[src/sv/positional_array_insert_delete_core_defines.svh]
// Assertion macros shared by the positional list core.
`ifndef POSITIONAL_ARRAY_INSERT_DELETE_CORE_DEFINES_SVH
`define POSITIONAL_ARRAY_INSERT_DELETE_CORE_DEFINES_SVH

// Checks a condition at every rising clock edge outside reset.
`define PIA_ASSERT_ALWAYS(label, expr, msg) \
   label: assert property (@(posedge clock) disable iff (reset) (expr)) else $error(msg);

// Checks that an antecedent implies a consequent in the same cycle, outside reset.
`define PIA_ASSERT_IMPLY(label, ante, cons, msg) \
   label: assert property (@(posedge clock) disable iff (reset) (ante) |-> (cons)) else $error(msg);

// Checks a condition in the cycle that follows a reset cycle.
`define PIA_ASSERT_AFTER_RESET(label, cons, msg) \
   label: assert property (@(posedge clock) reset |=> (cons)) else $error(msg);

`endif

[src/sv/pia_pkg.sv]
// Types and constants shared by the positional list core modules.
`default_nettype none

package pia_pkg;

   localparam int MODE_W   = 3;
   localparam int POS_W    = 5;
   localparam int DATA_W   = 32;
   localparam int SLOT_W   = 5;
   localparam int STATUS_W = 2;

   localparam logic [MODE_W-1:0] MODE_CLEAR  = 3'd0;
   localparam logic [MODE_W-1:0] MODE_APPEND = 3'd1;
   localparam logic [MODE_W-1:0] MODE_INSERT = 3'd2;
   localparam logic [MODE_W-1:0] MODE_DELETE = 3'd3;
   localparam logic [MODE_W-1:0] MODE_LIST   = 3'd4;

   localparam logic [STATUS_W-1:0] ST_OK     = 2'd0;
   localparam logic [STATUS_W-1:0] ST_FULL   = 2'd1;
   localparam logic [STATUS_W-1:0] ST_BADPOS = 2'd2;
   localparam logic [STATUS_W-1:0] ST_EMPTY  = 2'd3;

   typedef enum logic [2:0] {
      OP_CLEAR,
      OP_APPEND,
      OP_INSERT,
      OP_DELETE,
      OP_LIST
   } op_type;

   typedef struct packed {
      op_type                    op;
      logic [POS_W-1:0]          position;
      logic signed [DATA_W-1:0]  value;
   } queue_entry_type;

endpackage

`default_nettype wire

[src/sv/pia_ram.sv]
// Generic simple dual-port RAM with one write port and a registered read port.
`default_nettype none

module pia_ram #(
   parameter int WIDTH = 32,
   parameter int DEPTH = 16
) (
   input  wire logic                     clock,
   input  wire logic                     wr_en,
   input  wire logic [$clog2(DEPTH)-1:0] wr_addr,
   input  wire logic [WIDTH-1:0]         wr_data,
   input  wire logic                     rd_en,
   input  wire logic [$clog2(DEPTH)-1:0] rd_addr,
   output logic      [WIDTH-1:0]         rd_data
);

   logic [WIDTH-1:0] mem_ff [DEPTH];
   logic [WIDTH-1:0] rd_data_ff;

   always_ff @(posedge clock) begin
      if (wr_en) begin
         mem_ff[wr_addr] <= wr_data;
      end
      if (rd_en) begin
         rd_data_ff <= mem_ff[rd_addr];
      end
   end

   assign rd_data = rd_data_ff;

endmodule

`default_nettype wire

[src/sv/pia_front.sv]
// Request intake: decodes the mode, drops unused modes and queues requests.
`default_nettype none

module pia_front (
   input  wire logic                             clock,
   input  wire logic                             reset,
   input  wire logic                             req_valid,
   output logic                                  req_ready,
   input  wire logic [pia_pkg::MODE_W-1:0]       req_mode,
   input  wire logic [pia_pkg::POS_W-1:0]        req_position,
   input  wire logic signed [pia_pkg::DATA_W-1:0] req_value,
   output logic                                  q_valid,
   input  wire logic                             q_pop,
   output pia_pkg::queue_entry_type              q_entry
);

   import pia_pkg::*;

   queue_entry_type entries_ff [2];
   logic            wr_ptr_ff;
   logic            wr_ptr_in;
   logic            rd_ptr_ff;
   logic            rd_ptr_in;
   logic [1:0]      fill_ff;
   logic [1:0]      fill_in;
   logic            mode_ok;
   op_type          op_dec;
   logic            push;
   logic            pop;

   always_comb begin
      mode_ok = 1'b1;
      op_dec  = OP_CLEAR;
      case (req_mode)
         MODE_CLEAR:  op_dec = OP_CLEAR;
         MODE_APPEND: op_dec = OP_APPEND;
         MODE_INSERT: op_dec = OP_INSERT;
         MODE_DELETE: op_dec = OP_DELETE;
         MODE_LIST:   op_dec = OP_LIST;
         default:     mode_ok = 1'b0;
      endcase
   end

   assign req_ready = (fill_ff != 2'd2);
   assign q_valid   = (fill_ff != 2'd0);
   assign q_entry   = entries_ff[rd_ptr_ff];
   assign push      = req_valid && req_ready && mode_ok;
   assign pop       = q_pop && q_valid;

   always_comb begin
      wr_ptr_in = push ? !wr_ptr_ff : wr_ptr_ff;
      rd_ptr_in = pop ? !rd_ptr_ff : rd_ptr_ff;
      fill_in   = fill_ff;
      if (push && !pop) begin
         fill_in = fill_ff + 2'd1;
      end else if (pop && !push) begin
         fill_in = fill_ff - 2'd1;
      end
   end

   always_ff @(posedge clock) begin
      if (reset) begin
         wr_ptr_ff <= 1'b0;
         rd_ptr_ff <= 1'b0;
         fill_ff   <= 2'd0;
      end else begin
         wr_ptr_ff <= wr_ptr_in;
         rd_ptr_ff <= rd_ptr_in;
         fill_ff   <= fill_in;
      end
      if (push) begin
         entries_ff[wr_ptr_ff] <= '{op: op_dec, position: req_position, value: req_value};
      end
   end

endmodule

`default_nettype wire

[src/sv/pia_back.sv]
// Request engine: checks requests against the count, shifts the list in RAM, emits results.
`default_nettype none

module pia_back #(
   parameter int DEPTH = 16
) (
   input  wire logic                               clock,
   input  wire logic                               reset,
   input  wire logic                               q_valid,
   output logic                                    q_pop,
   input  wire pia_pkg::queue_entry_type           q_entry,
   output logic                                    rsp_valid,
   input  wire logic                               rsp_ready,
   output logic signed [pia_pkg::DATA_W-1:0]       rsp_data,
   output logic [pia_pkg::SLOT_W-1:0]              rsp_slot,
   output logic [pia_pkg::SLOT_W-1:0]              rsp_size_now,
   output logic [pia_pkg::STATUS_W-1:0]            rsp_status,
   output logic                                    rsp_last,
   output logic [$clog2(DEPTH+1)-1:0]              count_o
);

   import pia_pkg::*;

   localparam int AW   = $clog2(DEPTH);
   localparam int CW   = $clog2(DEPTH + 1);
   localparam int CMPW = ((CW > POS_W) ? CW : POS_W) + 1;

   typedef enum logic [2:0] {
      S_IDLE,
      S_SHIFT_UP,
      S_PUT,
      S_DEL_HEAD,
      S_SHIFT_DN,
      S_EMIT,
      S_LOUT
   } state_type;

   state_type                 state_ff, state_in;
   logic [CW-1:0]             count_ff, count_in;
   logic [CW-1:0]             cur_ff, cur_in;
   logic [CW-1:0]             tgt_ff, tgt_in;
   logic signed [DATA_W-1:0]  val_ff, val_in;
   logic signed [DATA_W-1:0]  res_data_ff, res_data_in;
   logic [SLOT_W-1:0]         res_slot_ff, res_slot_in;
   logic [STATUS_W-1:0]       res_status_ff, res_status_in;

   logic                      rsp_valid_ff, rsp_valid_in;
   logic signed [DATA_W-1:0]  rsp_data_ff, rsp_data_in;
   logic [SLOT_W-1:0]         rsp_slot_ff, rsp_slot_in;
   logic [SLOT_W-1:0]         rsp_size_ff, rsp_size_in;
   logic [STATUS_W-1:0]       rsp_status_ff, rsp_status_in;
   logic                      rsp_last_ff, rsp_last_in;

   logic                      mem_wr_en;
   logic [AW-1:0]             mem_wr_addr;
   logic [DATA_W-1:0]         mem_wr_data;
   logic                      mem_rd_en;
   logic [AW-1:0]             mem_rd_addr;
   logic [DATA_W-1:0]         mem_rd_data;

   logic [CMPW-1:0]           pos_x, cnt_x, tgt_x, cur_x;
   logic [CW-1:0]             cur_p1, cur_m1, cnt_m1;
   logic                      is_full, ins_bad, del_bad, more, out_free;

   pia_ram #(
      .WIDTH (DATA_W),
      .DEPTH (DEPTH)
   ) u_ram (
      .clock   (clock),
      .wr_en   (mem_wr_en),
      .wr_addr (mem_wr_addr),
      .wr_data (mem_wr_data),
      .rd_en   (mem_rd_en),
      .rd_addr (mem_rd_addr),
      .rd_data (mem_rd_data)
   );

   assign pos_x    = CMPW'(q_entry.position);
   assign cnt_x    = CMPW'(count_ff);
   assign tgt_x    = pos_x - CMPW'(1);
   assign cur_x    = CMPW'(cur_ff);
   assign cur_p1   = cur_ff + CW'(1);
   assign cur_m1   = cur_ff - CW'(1);
   assign cnt_m1   = count_ff - CW'(1);
   assign is_full  = (cnt_x == CMPW'(DEPTH));
   assign ins_bad  = (pos_x == '0) || (pos_x > (cnt_x + CMPW'(1)));
   assign del_bad  = (pos_x == '0) || (pos_x > cnt_x);
   assign more     = (cur_p1 < count_ff);
   assign out_free = !rsp_valid_ff || rsp_ready;

   always_comb begin
      state_in      = state_ff;
      count_in      = count_ff;
      cur_in        = cur_ff;
      tgt_in        = tgt_ff;
      val_in        = val_ff;
      res_data_in   = res_data_ff;
      res_slot_in   = res_slot_ff;
      res_status_in = res_status_ff;
      rsp_valid_in  = rsp_valid_ff && !rsp_ready;
      rsp_data_in   = rsp_data_ff;
      rsp_slot_in   = rsp_slot_ff;
      rsp_size_in   = rsp_size_ff;
      rsp_status_in = rsp_status_ff;
      rsp_last_in   = rsp_last_ff;
      q_pop         = 1'b0;
      mem_wr_en     = 1'b0;
      mem_wr_addr   = '0;
      mem_wr_data   = '0;
      mem_rd_en     = 1'b0;
      mem_rd_addr   = '0;

      case (state_ff)
         S_IDLE: begin
            if (q_valid) begin
               q_pop         = 1'b1;
               res_data_in   = '0;
               res_slot_in   = '0;
               res_status_in = ST_OK;
               val_in        = q_entry.value;
               tgt_in        = tgt_x[CW-1:0];
               state_in      = S_EMIT;
               case (q_entry.op)
                  OP_CLEAR: begin
                     count_in = '0;
                  end
                  OP_APPEND: begin
                     if (is_full) begin
                        res_status_in = ST_FULL;
                     end else begin
                        mem_wr_en   = 1'b1;
                        mem_wr_addr = count_ff[AW-1:0];
                        mem_wr_data = q_entry.value;
                        count_in    = count_ff + CW'(1);
                     end
                  end
                  OP_INSERT: begin
                     if (is_full) begin
                        res_status_in = ST_FULL;
                     end else if (ins_bad) begin
                        res_status_in = ST_BADPOS;
                     end else if (tgt_x == cnt_x) begin
                        // Insert just past the end needs no shifting.
                        mem_wr_en   = 1'b1;
                        mem_wr_addr = count_ff[AW-1:0];
                        mem_wr_data = q_entry.value;
                        count_in    = count_ff + CW'(1);
                     end else begin
                        mem_rd_en   = 1'b1;
                        mem_rd_addr = cnt_m1[AW-1:0];
                        cur_in      = cnt_m1;
                        state_in    = S_SHIFT_UP;
                     end
                  end
                  OP_DELETE: begin
                     if (count_ff == '0) begin
                        res_status_in = ST_EMPTY;
                     end else if (del_bad) begin
                        res_status_in = ST_BADPOS;
                     end else begin
                        mem_rd_en   = 1'b1;
                        mem_rd_addr = tgt_x[AW-1:0];
                        cur_in      = tgt_x[CW-1:0];
                        res_slot_in = tgt_x[SLOT_W-1:0];
                        state_in    = S_DEL_HEAD;
                     end
                  end
                  OP_LIST: begin
                     if (count_ff == '0) begin
                        res_status_in = ST_EMPTY;
                     end else begin
                        mem_rd_en   = 1'b1;
                        mem_rd_addr = '0;
                        cur_in      = '0;
                        state_in    = S_LOUT;
                     end
                  end
                  default: begin
                     state_in = S_IDLE;
                  end
               endcase
            end
         end
         S_SHIFT_UP: begin
            mem_wr_en   = 1'b1;
            mem_wr_addr = cur_p1[AW-1:0];
            mem_wr_data = mem_rd_data;
            if (cur_ff == tgt_ff) begin
               state_in = S_PUT;
            end else begin
               mem_rd_en   = 1'b1;
               mem_rd_addr = cur_m1[AW-1:0];
               cur_in      = cur_m1;
            end
         end
         S_PUT: begin
            mem_wr_en   = 1'b1;
            mem_wr_addr = tgt_ff[AW-1:0];
            mem_wr_data = val_ff;
            count_in    = count_ff + CW'(1);
            state_in    = S_EMIT;
         end
         S_DEL_HEAD, S_SHIFT_DN: begin
            if (state_ff == S_DEL_HEAD) begin
               res_data_in = mem_rd_data;
            end else begin
               mem_wr_en   = 1'b1;
               mem_wr_addr = cur_m1[AW-1:0];
               mem_wr_data = mem_rd_data;
            end
            if (more) begin
               mem_rd_en   = 1'b1;
               mem_rd_addr = cur_p1[AW-1:0];
               cur_in      = cur_p1;
               state_in    = S_SHIFT_DN;
            end else begin
               count_in = cnt_m1;
               state_in = S_EMIT;
            end
         end
         S_EMIT: begin
            if (out_free) begin
               rsp_valid_in  = 1'b1;
               rsp_data_in   = res_data_ff;
               rsp_slot_in   = res_slot_ff;
               rsp_size_in   = cnt_x[SLOT_W-1:0];
               rsp_status_in = res_status_ff;
               rsp_last_in   = 1'b1;
               state_in      = S_IDLE;
            end
         end
         S_LOUT: begin
            if (out_free) begin
               rsp_valid_in  = 1'b1;
               rsp_data_in   = mem_rd_data;
               rsp_slot_in   = cur_x[SLOT_W-1:0];
               rsp_size_in   = cnt_x[SLOT_W-1:0];
               rsp_status_in = ST_OK;
               rsp_last_in   = !more;
               if (more) begin
                  mem_rd_en   = 1'b1;
                  mem_rd_addr = cur_p1[AW-1:0];
                  cur_in      = cur_p1;
               end else begin
                  state_in = S_IDLE;
               end
            end
         end
         default: begin
            state_in = S_IDLE;
         end
      endcase
   end

   always_ff @(posedge clock) begin
      if (reset) begin
         state_ff     <= S_IDLE;
         count_ff     <= '0;
         rsp_valid_ff <= 1'b0;
      end else begin
         state_ff     <= state_in;
         count_ff     <= count_in;
         rsp_valid_ff <= rsp_valid_in;
      end
      cur_ff        <= cur_in;
      tgt_ff        <= tgt_in;
      val_ff        <= val_in;
      res_data_ff   <= res_data_in;
      res_slot_ff   <= res_slot_in;
      res_status_ff <= res_status_in;
      rsp_data_ff   <= rsp_data_in;
      rsp_slot_ff   <= rsp_slot_in;
      rsp_size_ff   <= rsp_size_in;
      rsp_status_ff <= rsp_status_in;
      rsp_last_ff   <= rsp_last_in;
   end

   assign rsp_valid    = rsp_valid_ff;
   assign rsp_data     = rsp_data_ff;
   assign rsp_slot     = rsp_slot_ff;
   assign rsp_size_now = rsp_size_ff;
   assign rsp_status   = rsp_status_ff;
   assign rsp_last     = rsp_last_ff;
   assign count_o      = count_ff;

endmodule

`default_nettype wire

[src/sv/positional_array_insert_delete_core.sv]
// Top level of the positional list core: request intake, queue, list engine and RAM.
`default_nettype none

//  Channel | Direction | Handshake           | Beat contents
//  req     | in        | req_valid/req_ready | mode, position, value
//  rsp     | out       | rsp_valid/rsp_ready | data, slot, size_now, status, last
//
//  Clear, append and rejected requests pass through the emit state into the result register.
//  Insert moves each entry at or above the target up one row, then writes the value; delete
//  moves later entries down; the single RAM read port and write port move one entry a cycle.
//  A list beat leaves every cycle while rsp_ready is high, one RAM read per listed entry.
//  Reset is synchronous: it empties the list and the request queue; RAM contents are kept.
//  A two-beat queue lets requests enter while the engine is busy or the result is stalled.

`include "positional_array_insert_delete_core_defines.svh"

module positional_array_insert_delete_core #(
   parameter int DEPTH = 16
) (
   input  wire logic                               clock,
   input  wire logic                               reset,
   input  wire logic                               req_valid,
   output logic                                    req_ready,
   input  wire logic [pia_pkg::MODE_W-1:0]         req_mode,
   input  wire logic [pia_pkg::POS_W-1:0]          req_position,
   input  wire logic signed [pia_pkg::DATA_W-1:0]  req_value,
   output logic                                    rsp_valid,
   input  wire logic                               rsp_ready,
   output logic signed [pia_pkg::DATA_W-1:0]       rsp_data,
   output logic [pia_pkg::SLOT_W-1:0]              rsp_slot,
   output logic [pia_pkg::SLOT_W-1:0]              rsp_size_now,
   output logic [pia_pkg::STATUS_W-1:0]            rsp_status,
   output logic                                    rsp_last
);

   import pia_pkg::*;

   localparam int CW = $clog2(DEPTH + 1);

   logic            q_valid;
   logic            q_pop;
   queue_entry_type q_entry;
   logic [CW-1:0]   list_count;

   // The front accepts requests, decodes the mode and drops modes that do nothing.
   pia_front u_front (
      .clock        (clock),
      .reset        (reset),
      .req_valid    (req_valid),
      .req_ready    (req_ready),
      .req_mode     (req_mode),
      .req_position (req_position),
      .req_value    (req_value),
      .q_valid      (q_valid),
      .q_pop        (q_pop),
      .q_entry      (q_entry)
   );

   // The back checks each request against the current count, moves entries in RAM
   // and drives the result register.
   pia_back #(
      .DEPTH (DEPTH)
   ) u_back (
      .clock        (clock),
      .reset        (reset),
      .q_valid      (q_valid),
      .q_pop        (q_pop),
      .q_entry      (q_entry),
      .rsp_valid    (rsp_valid),
      .rsp_ready    (rsp_ready),
      .rsp_data     (rsp_data),
      .rsp_slot     (rsp_slot),
      .rsp_size_now (rsp_size_now),
      .rsp_status   (rsp_status),
      .rsp_last     (rsp_last),
      .count_o      (list_count)
   );

   // The list never holds more entries than the RAM has rows.
   `PIA_ASSERT_ALWAYS(a_count_bound, list_count <= CW'(DEPTH), "list count above depth")

   // Every rejected or empty result is the only beat of its request.
   `PIA_ASSERT_IMPLY(a_reject_last, rsp_valid && (rsp_status != ST_OK), rsp_last, "reject not last")

   // An empty status always reports an empty list.
   `PIA_ASSERT_IMPLY(a_empty_size, rsp_valid && (rsp_status == ST_EMPTY), rsp_size_now == '0, "empty with entries")

   // No result is offered in the cycle after a reset.
   `PIA_ASSERT_AFTER_RESET(a_reset_quiet, !rsp_valid, "result valid after reset")

endmodule

`default_nettype wire

[config.mk]
export PLATFORM = sky130hd
export DESIGN_NAME = positional_array_insert_delete_core
export DESIGN_NICKNAME = d
export VERILOG_FILES = /design/src/sv/pia_pkg.sv /design/src/sv/pia_ram.sv /design/src/sv/pia_front.sv /design/src/sv/pia_back.sv /design/src/sv/positional_array_insert_delete_core.sv
export VERILOG_INCLUDE_DIRS = /design/src /design/src/sv
export SDC_FILE = /design/constraint.sdc
export NUM_CORES = 1
export LEC_CHECK = 0
export BUFFER_PORTS_ARGS = -buffer_cell sky130_fd_sc_hd__buf_2
export CORE_ASPECT_RATIO = 0.9
export CORE_MARGIN = 4
export CORE_UTILIZATION = 35
export CTS_CLUSTER_SIZE = 40
export DETAILED_ROUTE_END_ITERATION = 12
export GPL_TIMING_DRIVEN = 0
export HOLD_SLACK_MARGIN = 0.02
export SLEW_MARGIN = 10
export SYNTH_ARGS = -nofsm -noshare
export SYNTH_HDL_FRONTEND = slang
export SYNTH_SLANG_ARGS = --single-unit
[constraint.sdc]
create_clock -name clock -period 8 [get_ports clock]
set_input_delay 0.4 -clock clock [delete_from_list [all_inputs] [get_ports clock]]
set_output_delay 0.4 -clock clock [all_outputs]
set_load 0.02 [all_outputs]
# Word-level counts from Yosys, hierarchy flattened
# Memory sizes are Yosys's and may differ from the RTL's. A register that Yosys moved wholly into a read port is not among the register bits.
# Index checks and enable logic that the tools add are counted.
totals:
  regBits: 139
  mem_bits_rw: 592
  input_bits: 44
  out_inout_bits: 47
  elab_cells: 224
  mem_count: 2
mem_list:
  columns: ["name", "words", "word_bits", "read_ports", "rd_ports_with_merged_regs", "write_ports", "line_no", "source"]
  rows:
  - ["u_back.u_ram.mem_ff", 16, 32, 1, 1, 1, "pia_ram.sv:17", "logic [WIDTH-1:0] mem_ff [DEPTH];"]
  - ["u_front.entries_ff", 2, 40, 1, 1, 1, "pia_front.sv:19", "queue_entry_type entries_ff [2];"]
op_classes:
  add_sub_neg: 8
  order_cmp: 3
  eq_ne: 36
  mux: 117
  bitwise_logic: 1
  reduce_logical: 40
op_table:
  columns: ["op", "count"]
  rows:
  - ["two-way mux 32 bit", 10]
  - ["case mux 32 bit (2 select lines)", 3]
  - ["case mux 32 bit (4 select lines)", 1]
  - ["two-way mux 5 bit", 18]
  - ["two-way mux 4 bit", 15]
  - ["case mux 5 bit (3 select lines)", 3]
  - ["case mux 4 bit (4 select lines)", 2]
  - ["two-way mux 1 bit", 31]
  - ["two-way mux 3 bit", 10]
  - ["case mux 3 bit (4 select lines)", 2]
  - ["inequality test 3 bit, second input constant", 7]
  - ["two-way mux 2 bit", 10]
  - ["case mux 5 bit (4 select lines)", 1]
  - ["== test 3 x 2 -> 1 bit, second input constant", 6]
  - ["case mux 3 bit (6 select lines)", 1]
  - ["case mux 4 bit (2 select lines)", 2]
  - ["== test 3 bit, second input constant", 5]
  - ["AND reduction 11 bit", 1]
  - ["adder 5 x 1 -> 5 bit, second input constant", 2]
  - ["inequality test 2 bit, second input constant", 5]
  - ["case mux 5 bit (2 select lines)", 1]
  - ["subtractor 5 x 1 -> 5 bit, second input constant", 2]
  - ["== test 3 x 1 -> 1 bit, second input constant", 3]
  - ["logical NOT 3 bit", 3]
  - ["34 further kinds", 61]

# Depth between registers and ports, before layout
# Gate-level depths: netlist of the first run.
logic_depth:
  word_depth: 10
  depth_mapped: 20
  ltp_nobuf: 14

# By module
# From an unflattened synthesis of the first run, not the netlist that was laid out.
unflattened:
  cells_unflattened: 1618
  area_unflattened_um2: 30526.8
by_module_without_submodules:
  columns: ["module", "n_inst", "cells_per_inst", "area_each_um2", "seq_area_each_um2"]
  rows:
  - ["pia_ram", 1, 838, 20156.8, 16335.7]
  - ["pia_back", 1, 628, 7231.9, 3963.8]
  - ["pia_front", 1, 152, 3138.0, 2502.4]

# Least setup slack after synthesis of the first run
# No wires, ideal clock.
synth_path:
  path_type: "register to register"
  from: "reg (tool-made name)"
  to: "mem u_back.u_ram.mem_ff[12][0], enable pin"
  setup_ns: 0.470
  t_arrival_ns: 6.429
  required_ns: 7.530
  setup_slack_ns: 1.101
  path_stages_with_launch: 18
  n_path_buf: 4
  synth_period_minus_slack_ns: 6.899
  cell_sequence: "dfxtp_1 -> buf_2 -> buf_1 -> buf_1 -> mux2i_1 -> inv_1 -> ha_1 -> nor2b_1 -> o21ai_0 -> a211oi_1 -> nor4_1 -> a2bb2oi_1 -> clkbuf_1 -> o31a_1 -> nor2_2 -> a221oi_1 -> or2_2 -> a211oi_1"
synth_rtl:
  columns: ["element", "line_no"]
  rows:
  - ["to (decl)", "pia_ram.sv:17"]

==> impl_metrics.ini, run 1 <==
[detailed_routing]
route.detailed.drc = 0
highest_layer = met4
dr.first_iter.drc_count = 2124
ant_nets = 0
routed_wl_um = 85900
wl_per_cell_um = 23.2
routed-wl-met2_um = 38400
wl_met3_um = 6230
num_vias = 20000
viasPerCell = 5.40
wl_met1_um = 39200
dr.pass1.iters = 6

[worst_setup_path]
path_delay_family = buffers and inverters
startpoint_type = flip-flop
endpoint_kind = flip-flop
crit_chain = buf_2, buf_1, buf_1, mux2i_1, ha_1, xor2_1, inv_1, xnor2_1, nor4_2, inv_1, o31a_1, nor2_2, a221oi_1, or2_2, a211oi_4, buf_8
required_ns = 8.32
slowest_delay_ns = 0.75
path_max_fanout = 14
crit_type = flip-flop to flip-flop
critPathBufInv = 6
cp_slowest_cell = nor4_2
crit_arrival_ns = 7.70

[global_route]
grt-ovfl-total = 0
grt_max_degree = 51
grt_usage_pct = 17.6
grt_pass1_wl_um = 127000
antenna_found_initial = 1
grt_pass1_vias = 19400

[floorplanning]
core_mm2 = 0.0898
rows = 104
die-area_mm2 = 0.0958
die-height_um = 294
initial_utilization_pct = 35.5
chipWidth_um = 326
io_pins = 91

[synth]
yosys_warnings = 0
ys_ff_latch = 764
syn-num-nets = 2317
synth_area_per_cell_um2 = 14.1
synth_area_leaders = edfxtp_1 71%, nand2_1 3.6%, mux2_2 2.5%
synth_top_cell_by_area = edfxtp_1
synth_area_mm2 = 0.0318
synth_flop_cell = edfxtp_1
ys_seq_area_share_pct = 71.6
synth_top_area_share_pct = 70.7
async_flop_share_pct = 0
synthDistinctLibCells = 63
netlist_instances = 2253
synth-edff-count = 750

[power_and_ir_drop]
vdd_drop_max_mv = 0.187
p_leak_nw = 12.7
p_per_area_mw_per_mm2 = 440

[timing]
setup_violations = 0
skew_ns = 0.0179
fmax_mhz = 135
hold_viol = 0
fin_crit_ns = 7.39
rsz0062_at_grt = no
finalHoldWorstSlack_ns = 0.0761
timing.final.ws_setup_ns = 0.612
finalCritPeriodShare_pct = 92.4
relSlewSlack_pct = 15.6
maxSlewViolCount = 0
tightest_slew_ns = 1.26

[clock_network]
clkSinkCount = 764
clockRootBuffer = clkbuf_16
clock_path_buffers = 3
post_cts_buffers = 0
clkTransAtPathRegs_ns = 0.06
cts_inserted_buffers = 74
htreeDepth = 3
clock_latency_ns = 0.63
cts_tree = built

[worst_hold_path]
worstHoldPathType = primary input to flip-flop
hold_start = reset

[placement]
post-dp-hpwl_um = 61500
place_inst = 3533
pre_cts_ws_ns = 0.724
gp_congestion = 0.879
postPlaceCellArea_mm2 = 0.0344
port_buffers = 90

[layout]
drive_gt1_share_pct = 15.8
area_growth_pct = 16.9
instances_no_fill = 3704
layout.nets = 2544
final_cell_area_mm2 = 0.0372

[run]
drv_cap = 0

[status]
status = finished clean
-- cell usage after synthesis (all sizes together), types with 7 or more instances --
cell type,count
nor2,165
nand3,105
o2111ai,31
nand2,309
nand4,36
xor2,13
edfxtp,750
o22ai,7
xnor2,18
nand2b,13
mux2,72
a22o,31
a211oi,8
nor3,19
o211ai,64
o221ai,33
inv,24
clkbuf,74
dfxtp,14
a21oi,95
and2,40
buf,71
mux2i,73
a22oi,37
ha,20
o21ai,28
nor2b,9
or3,39
-- state kept, by name, summed over array words and instances, names as in the netlist, named ones only --
register	count
u_back.u_ram.rd_data	32
u_back.rsp_size_now	5
u_back.rsp_status	2
u_back.res_status_ff	2
u_back.state_ff	3
u_front.entries_ff	80
u_back.count_o	5
u_back.val_ff	32
u_front.wr_ptr_ff	1
u_back.rsp_valid	1
u_back.rsp_last	1
u_back.rsp_slot	5
u_back.u_ram.mem_ff	512
u_back.cur_ff	5
u_back.tgt_ff	5
u_front.rd_ptr_ff	1
u_back.res_data_ff	32
u_back.res_slot_ff	5
u_back.rsp_data	32
u_front.fill_ff	2
-- worst register-to-register path, delay by kind of cell, from the launching register on --
family	cells	cell delay, ns
buffers and inverters	6	2.19
AND/OR/NAND/NOR	3	1.77
AO/OA/AOI/OAI	3	1.33
XOR/XNOR	2	0.70
flip-flops	1	0.42
multiplexers	1	0.42
adder cells (fa/ha/maj)	1	0.24
-- final timing paths --
path | endpoint | slack [ns] | cells past startpoint
min reg2reg | u_back.rsp_size_now[3]$_DFFE_PP_ | 0.45 | 0
max reg2reg | u_back.u_ram.mem_ff[12][23]$_DFFE_PP_ | 0.61 | 16
min | u_back.count_o[2]$_SDFFE_PP0P_ | 0.08 | 2
max | u_back.u_ram.mem_ff[12][23]$_DFFE_PP_ | 0.61 | 16
-- where the power goes --
group,switching [mW],leakage [nW],internal (mW),total [mW]
Sequential,0.302,7.06,6.22,6.53
Clock,1.50,1.17,1.99,3.49
Combinational,4.48,4.48,1.86,6.34
Total,6.28,12.7,10.1,16.4
-- metrics by stage --
stage | TNS, ns | power, mW | util [%]
after CTS | 0 | 16.4 | 41.4
after global routing | 0 | 17.1 | 41.4
after global placement | -539.91 | 12.5 | 37.6
after floorplan | 0 | 10.3 | -
after detailed placement | 0 | 12.9 | 38.4
final | 0 | 16.4 | 41.4
-- cells by family after synthesis --
family          Yosys count  share of synthesized area (%)
xor+xnor                 32                          0.924
compound gates          369                           8.59
fa+ha+maj                20                          0.786
mux                     145                           4.84
simple gates            753                           10.7
flops                   764                           71.6
buf+inv                 170                           2.54
-- routing by layer --
layer | vias up | global-route usage (%)
li1 | 9040 | -
met1 | 10100 | 25.6
met2 | 767 | 27.1
met3 | 121 | 3.39
met4 | 0 | 4.57
met5 | - | 0
-- area by class of cell --
cell class              count  area, µm²
diodes                      1       2.50
multi-input cells        1319       8390
flip-flops and latches    764      22800
clock inverters            44        420
clock buffers              89       1970
fillers                  8160      52600
plain buffers             145        711
inverters                  25       98.8
repair buffers            151       1340
well taps                1166       1460
-- timing repair --
action / 4_1_cts / 5_1_grt
resized for setup: 0 / 0
hold endpoints to repair: 72 / 2
hold buffers: 36 / 1
-- layout by cell type (no fill, tap or decap), drive strengths merged, types with 4 or more instances in the layout --
cell         Yosys  final
edfxtp         750    750
nand2          309    309
buf             71    185
nor2           165    165
clkbuf          74    163
nand3          105    105
a21oi           95     95
mux2i           73     73
mux2            72     72
o211ai          64     64
and2            40     40
or3             39     39
a22oi           37     37
dlygate4sd3      0     37
nand4           36     36
o221ai          33     33
clkinv           1     32
a22o            31     31
o2111ai         31     31
o21ai           28     28
inv             24     28
ha              20     20
nor3            19     19
xnor2           18     18
dfxtp           14     14
nand2b          13     13
xor2            13     13
nor2b            9      9
a211oi           8      8
o22ai            7      7
bufinv           0      7
nor4             6      6
a31oi            5      5
a21o             5      5
o31a             4      4
o21a             4      4
nor3b            4      4
No activity file was read; power rests on OpenSTA's default activity.
==> inputs of run 2 (changes only) <==
- CORE_MARGIN: 4 -> not set
==> run 2 against run 1 <==
Compared with the run above:
- global-route usage is 0.78 points higher
- clock power is 5.7% lower
- die area fell by 3.8%
- register-to-register slack got worse by 0.22 ns
- sequential share of layout area grew 0.24 points
- clock skew rose by 0.0077 ns
- largest power group unchanged
==> impl_metrics.ini, run 2 (synthesis results as in run 1) <==
[power_and_ir_drop]
vdd_drop_max_mv = 0.206
power_mw = 16.1
p_leak_nw = 12.6
p_per_area_mw_per_mm2 = 436

[floorplanning]
rows = 104
initial_utilization_pct = 35.5
core_mm2 = 0.0898
die-area_mm2 = 0.0922
chipWidth_um = 320
die-height_um = 288
io_pins = 91

[global_route]
antenna_found_initial = 3
grt_pass1_wl_um = 126000
met2_usage_pct = 27.5
grt_util_met1_pct = 26.4
grt_use_met3_pct = 3.83
top_usage_layer = met2
grt-ovfl-total = 0
grt_max_degree = 51
grt_pass1_vias = 19500
grt_usage_pct = 18.4

[layout]
layout.nets = 2545
final_util_pct = 41.3
largest_reg_flops = 512
final_common_cell = edfxtp_1
n_fill_cell = 8129
top_register = u_back.u_ram.mem_ff
reg_top3 = u_back.u_ram.mem_ff: 512 flops, u_front.entries_ff: 80 flops
antenna_cells = 0
drive_gt1_share_pct = 15.5
seq_area_mm2 = 0.0228
multiInputGateArea_mm2 = 0.00839
area_growth_pct = 16.4
final_cell_mix = 750 x edfxtp_1, 306 x nand2_1, 147 x nor2_1

[clock_network]
htreeDepth = 3
clock_latency_ns = 0.65
clkTransAtPathRegs_ns = 0.07
post_cts_buffers = 0
clkSinkCount = 764
cts-resized-gates = 0
clockRootBuffer = clkbuf_16
cts_tree = built
cts_inserted_buffers = 74
clock_path_buffers = 3
holdBufCountCts = 38

[placement]
gp_congestion = 0.895
port_buffers = 90
post-dp-hpwl_um = 61100

[timing]
rsz0062_at_grt = no
setup_violations = 0
fin_crit_ns = 7.61
hold_viol = 0
relSlewSlack_pct = 14.4
maxSlewViolCount = 0
finalCritPeriodShare_pct = 95.1
skew_ns = 0.0256
fmax_mhz = 131
tightest_slew_ns = 1.27

[worst_setup_path]
r2r_end = u_back.u_ram.mem_ff[12][20]$_DFFE_PP_
path_max_fanout = 14
reg2reg_depth = 16
crit_type = flip-flop to flip-flop
startpoint_type = flip-flop
crit_end = u_back.u_ram.mem_ff[12][20]$_DFFE_PP_
endpoint_kind = flip-flop
rrSetupSlack_ns = 0.39
crit_arrival_ns = 7.94
required_ns = 8.33

[status]
status = finished clean

[detailed_routing]
wl_per_cell_um = 23.1
num_vias = 20100
dr.first_iter.drc_count = 2232
viasPerCell = 5.43
dr.pass1.iters = 6
ant_nets = 0
routed_wl_um = 85400
route.detailed.drc = 0

[run]
drv_cap = 0

[worst_hold_path]
worstHoldPathType = primary input to flip-flop
==> run 2: area by class of cell <==
class,instances,area share (%)
inverters,25,0.267
plain buffers,145,1.92
flip-flops and latches,764,61.5
multi-input cells,1319,22.7
clock buffers,100,5.31
repair buffers,152,3.71
well taps,1166,3.94
clock inverters,29,0.672
==> run 2: stage by stage <==
| stage | instance area (µm²) | setup WS, ns | hold WS (ns) | setup TNS, ns | std cells |
|---|---|---|---|---|---|
| floorplan | 31800 | 1.10 | 0.406 | 0 | 2253 |
| global placement | 33700 | -3.02 | 0.446 | -564.91 | 3509 |
| detailed placement | 34500 | 0.671 | 0.450 | 0 | 3533 |
| CTS | 37100 | 0.619 | 0.0310 | 0 | 3700 |
| global route | 37100 | 0.114 | 0.0604 | 0 | 3700 |
| finish | 37100 | 0.393 | 0.0631 | 0 | 3700 |
==> run 2: where the power goes <==
group / switching, mW / total [mW] / internal, mW
Clock: 1.51 / 3.29 / 1.78
Sequential: 0.294 / 6.52 / 6.22
Combinational: 4.47 / 6.34 / 1.87
Total: 6.27 / 16.1 / 9.87
==> run 2: routing by layer <==
layer	wire length, µm	up-vias
met5	28	-
met4	2820	4
met3	6670	148
met2	37000	827
met1	38900	10100
li1	-	9020
==> run 2: critical path, stage by stage, from the launching register on <==
cell,delay (ns)
dfxtp_1,0.40
buf_2,0.25
buf_1,0.65
buf_1,0.70
mux2i_1,0.42
ha_1,0.24
xor2_1,0.52
inv_1,0.29
xnor2_1,0.21
nor4_2,0.81
inv_1,0.16
o31a_1,0.30
nor2_2,0.57
a221oi_1,0.33
or2_2,0.47
a211oi_4,0.69
buf_8,0.26
==> run 2: worst min-delay path by stage <==
stage / start / end / slack (ns) / depth (start not counted)
after CTS: req_mode[1] / u_front.entries_ff[1][39]$_DFFE_PP_ / 0.03 / 2
after detailed placement: u_back.count_o[3]$_SDFFE_PP0P_ / u_back.rsp_size_now[3]$_DFFE_PP_ / 0.45 / 0
final: req_mode[1] / u_front.entries_ff[1][39]$_DFFE_PP_ / 0.06 / 2
after global placement: u_back.count_o[3]$_SDFFE_PP0P_ / u_back.rsp_size_now[3]$_DFFE_PP_ / 0.45 / 0
after global routing: req_mode[1] / u_front.entries_ff[1][39]$_DFFE_PP_ / 0.06 / 2
after floorplan: u_back.count_o[2]$_SDFFE_PP0P_ / u_back.rsp_size_now[2]$_DFFE_PP_ / 0.41 / 0
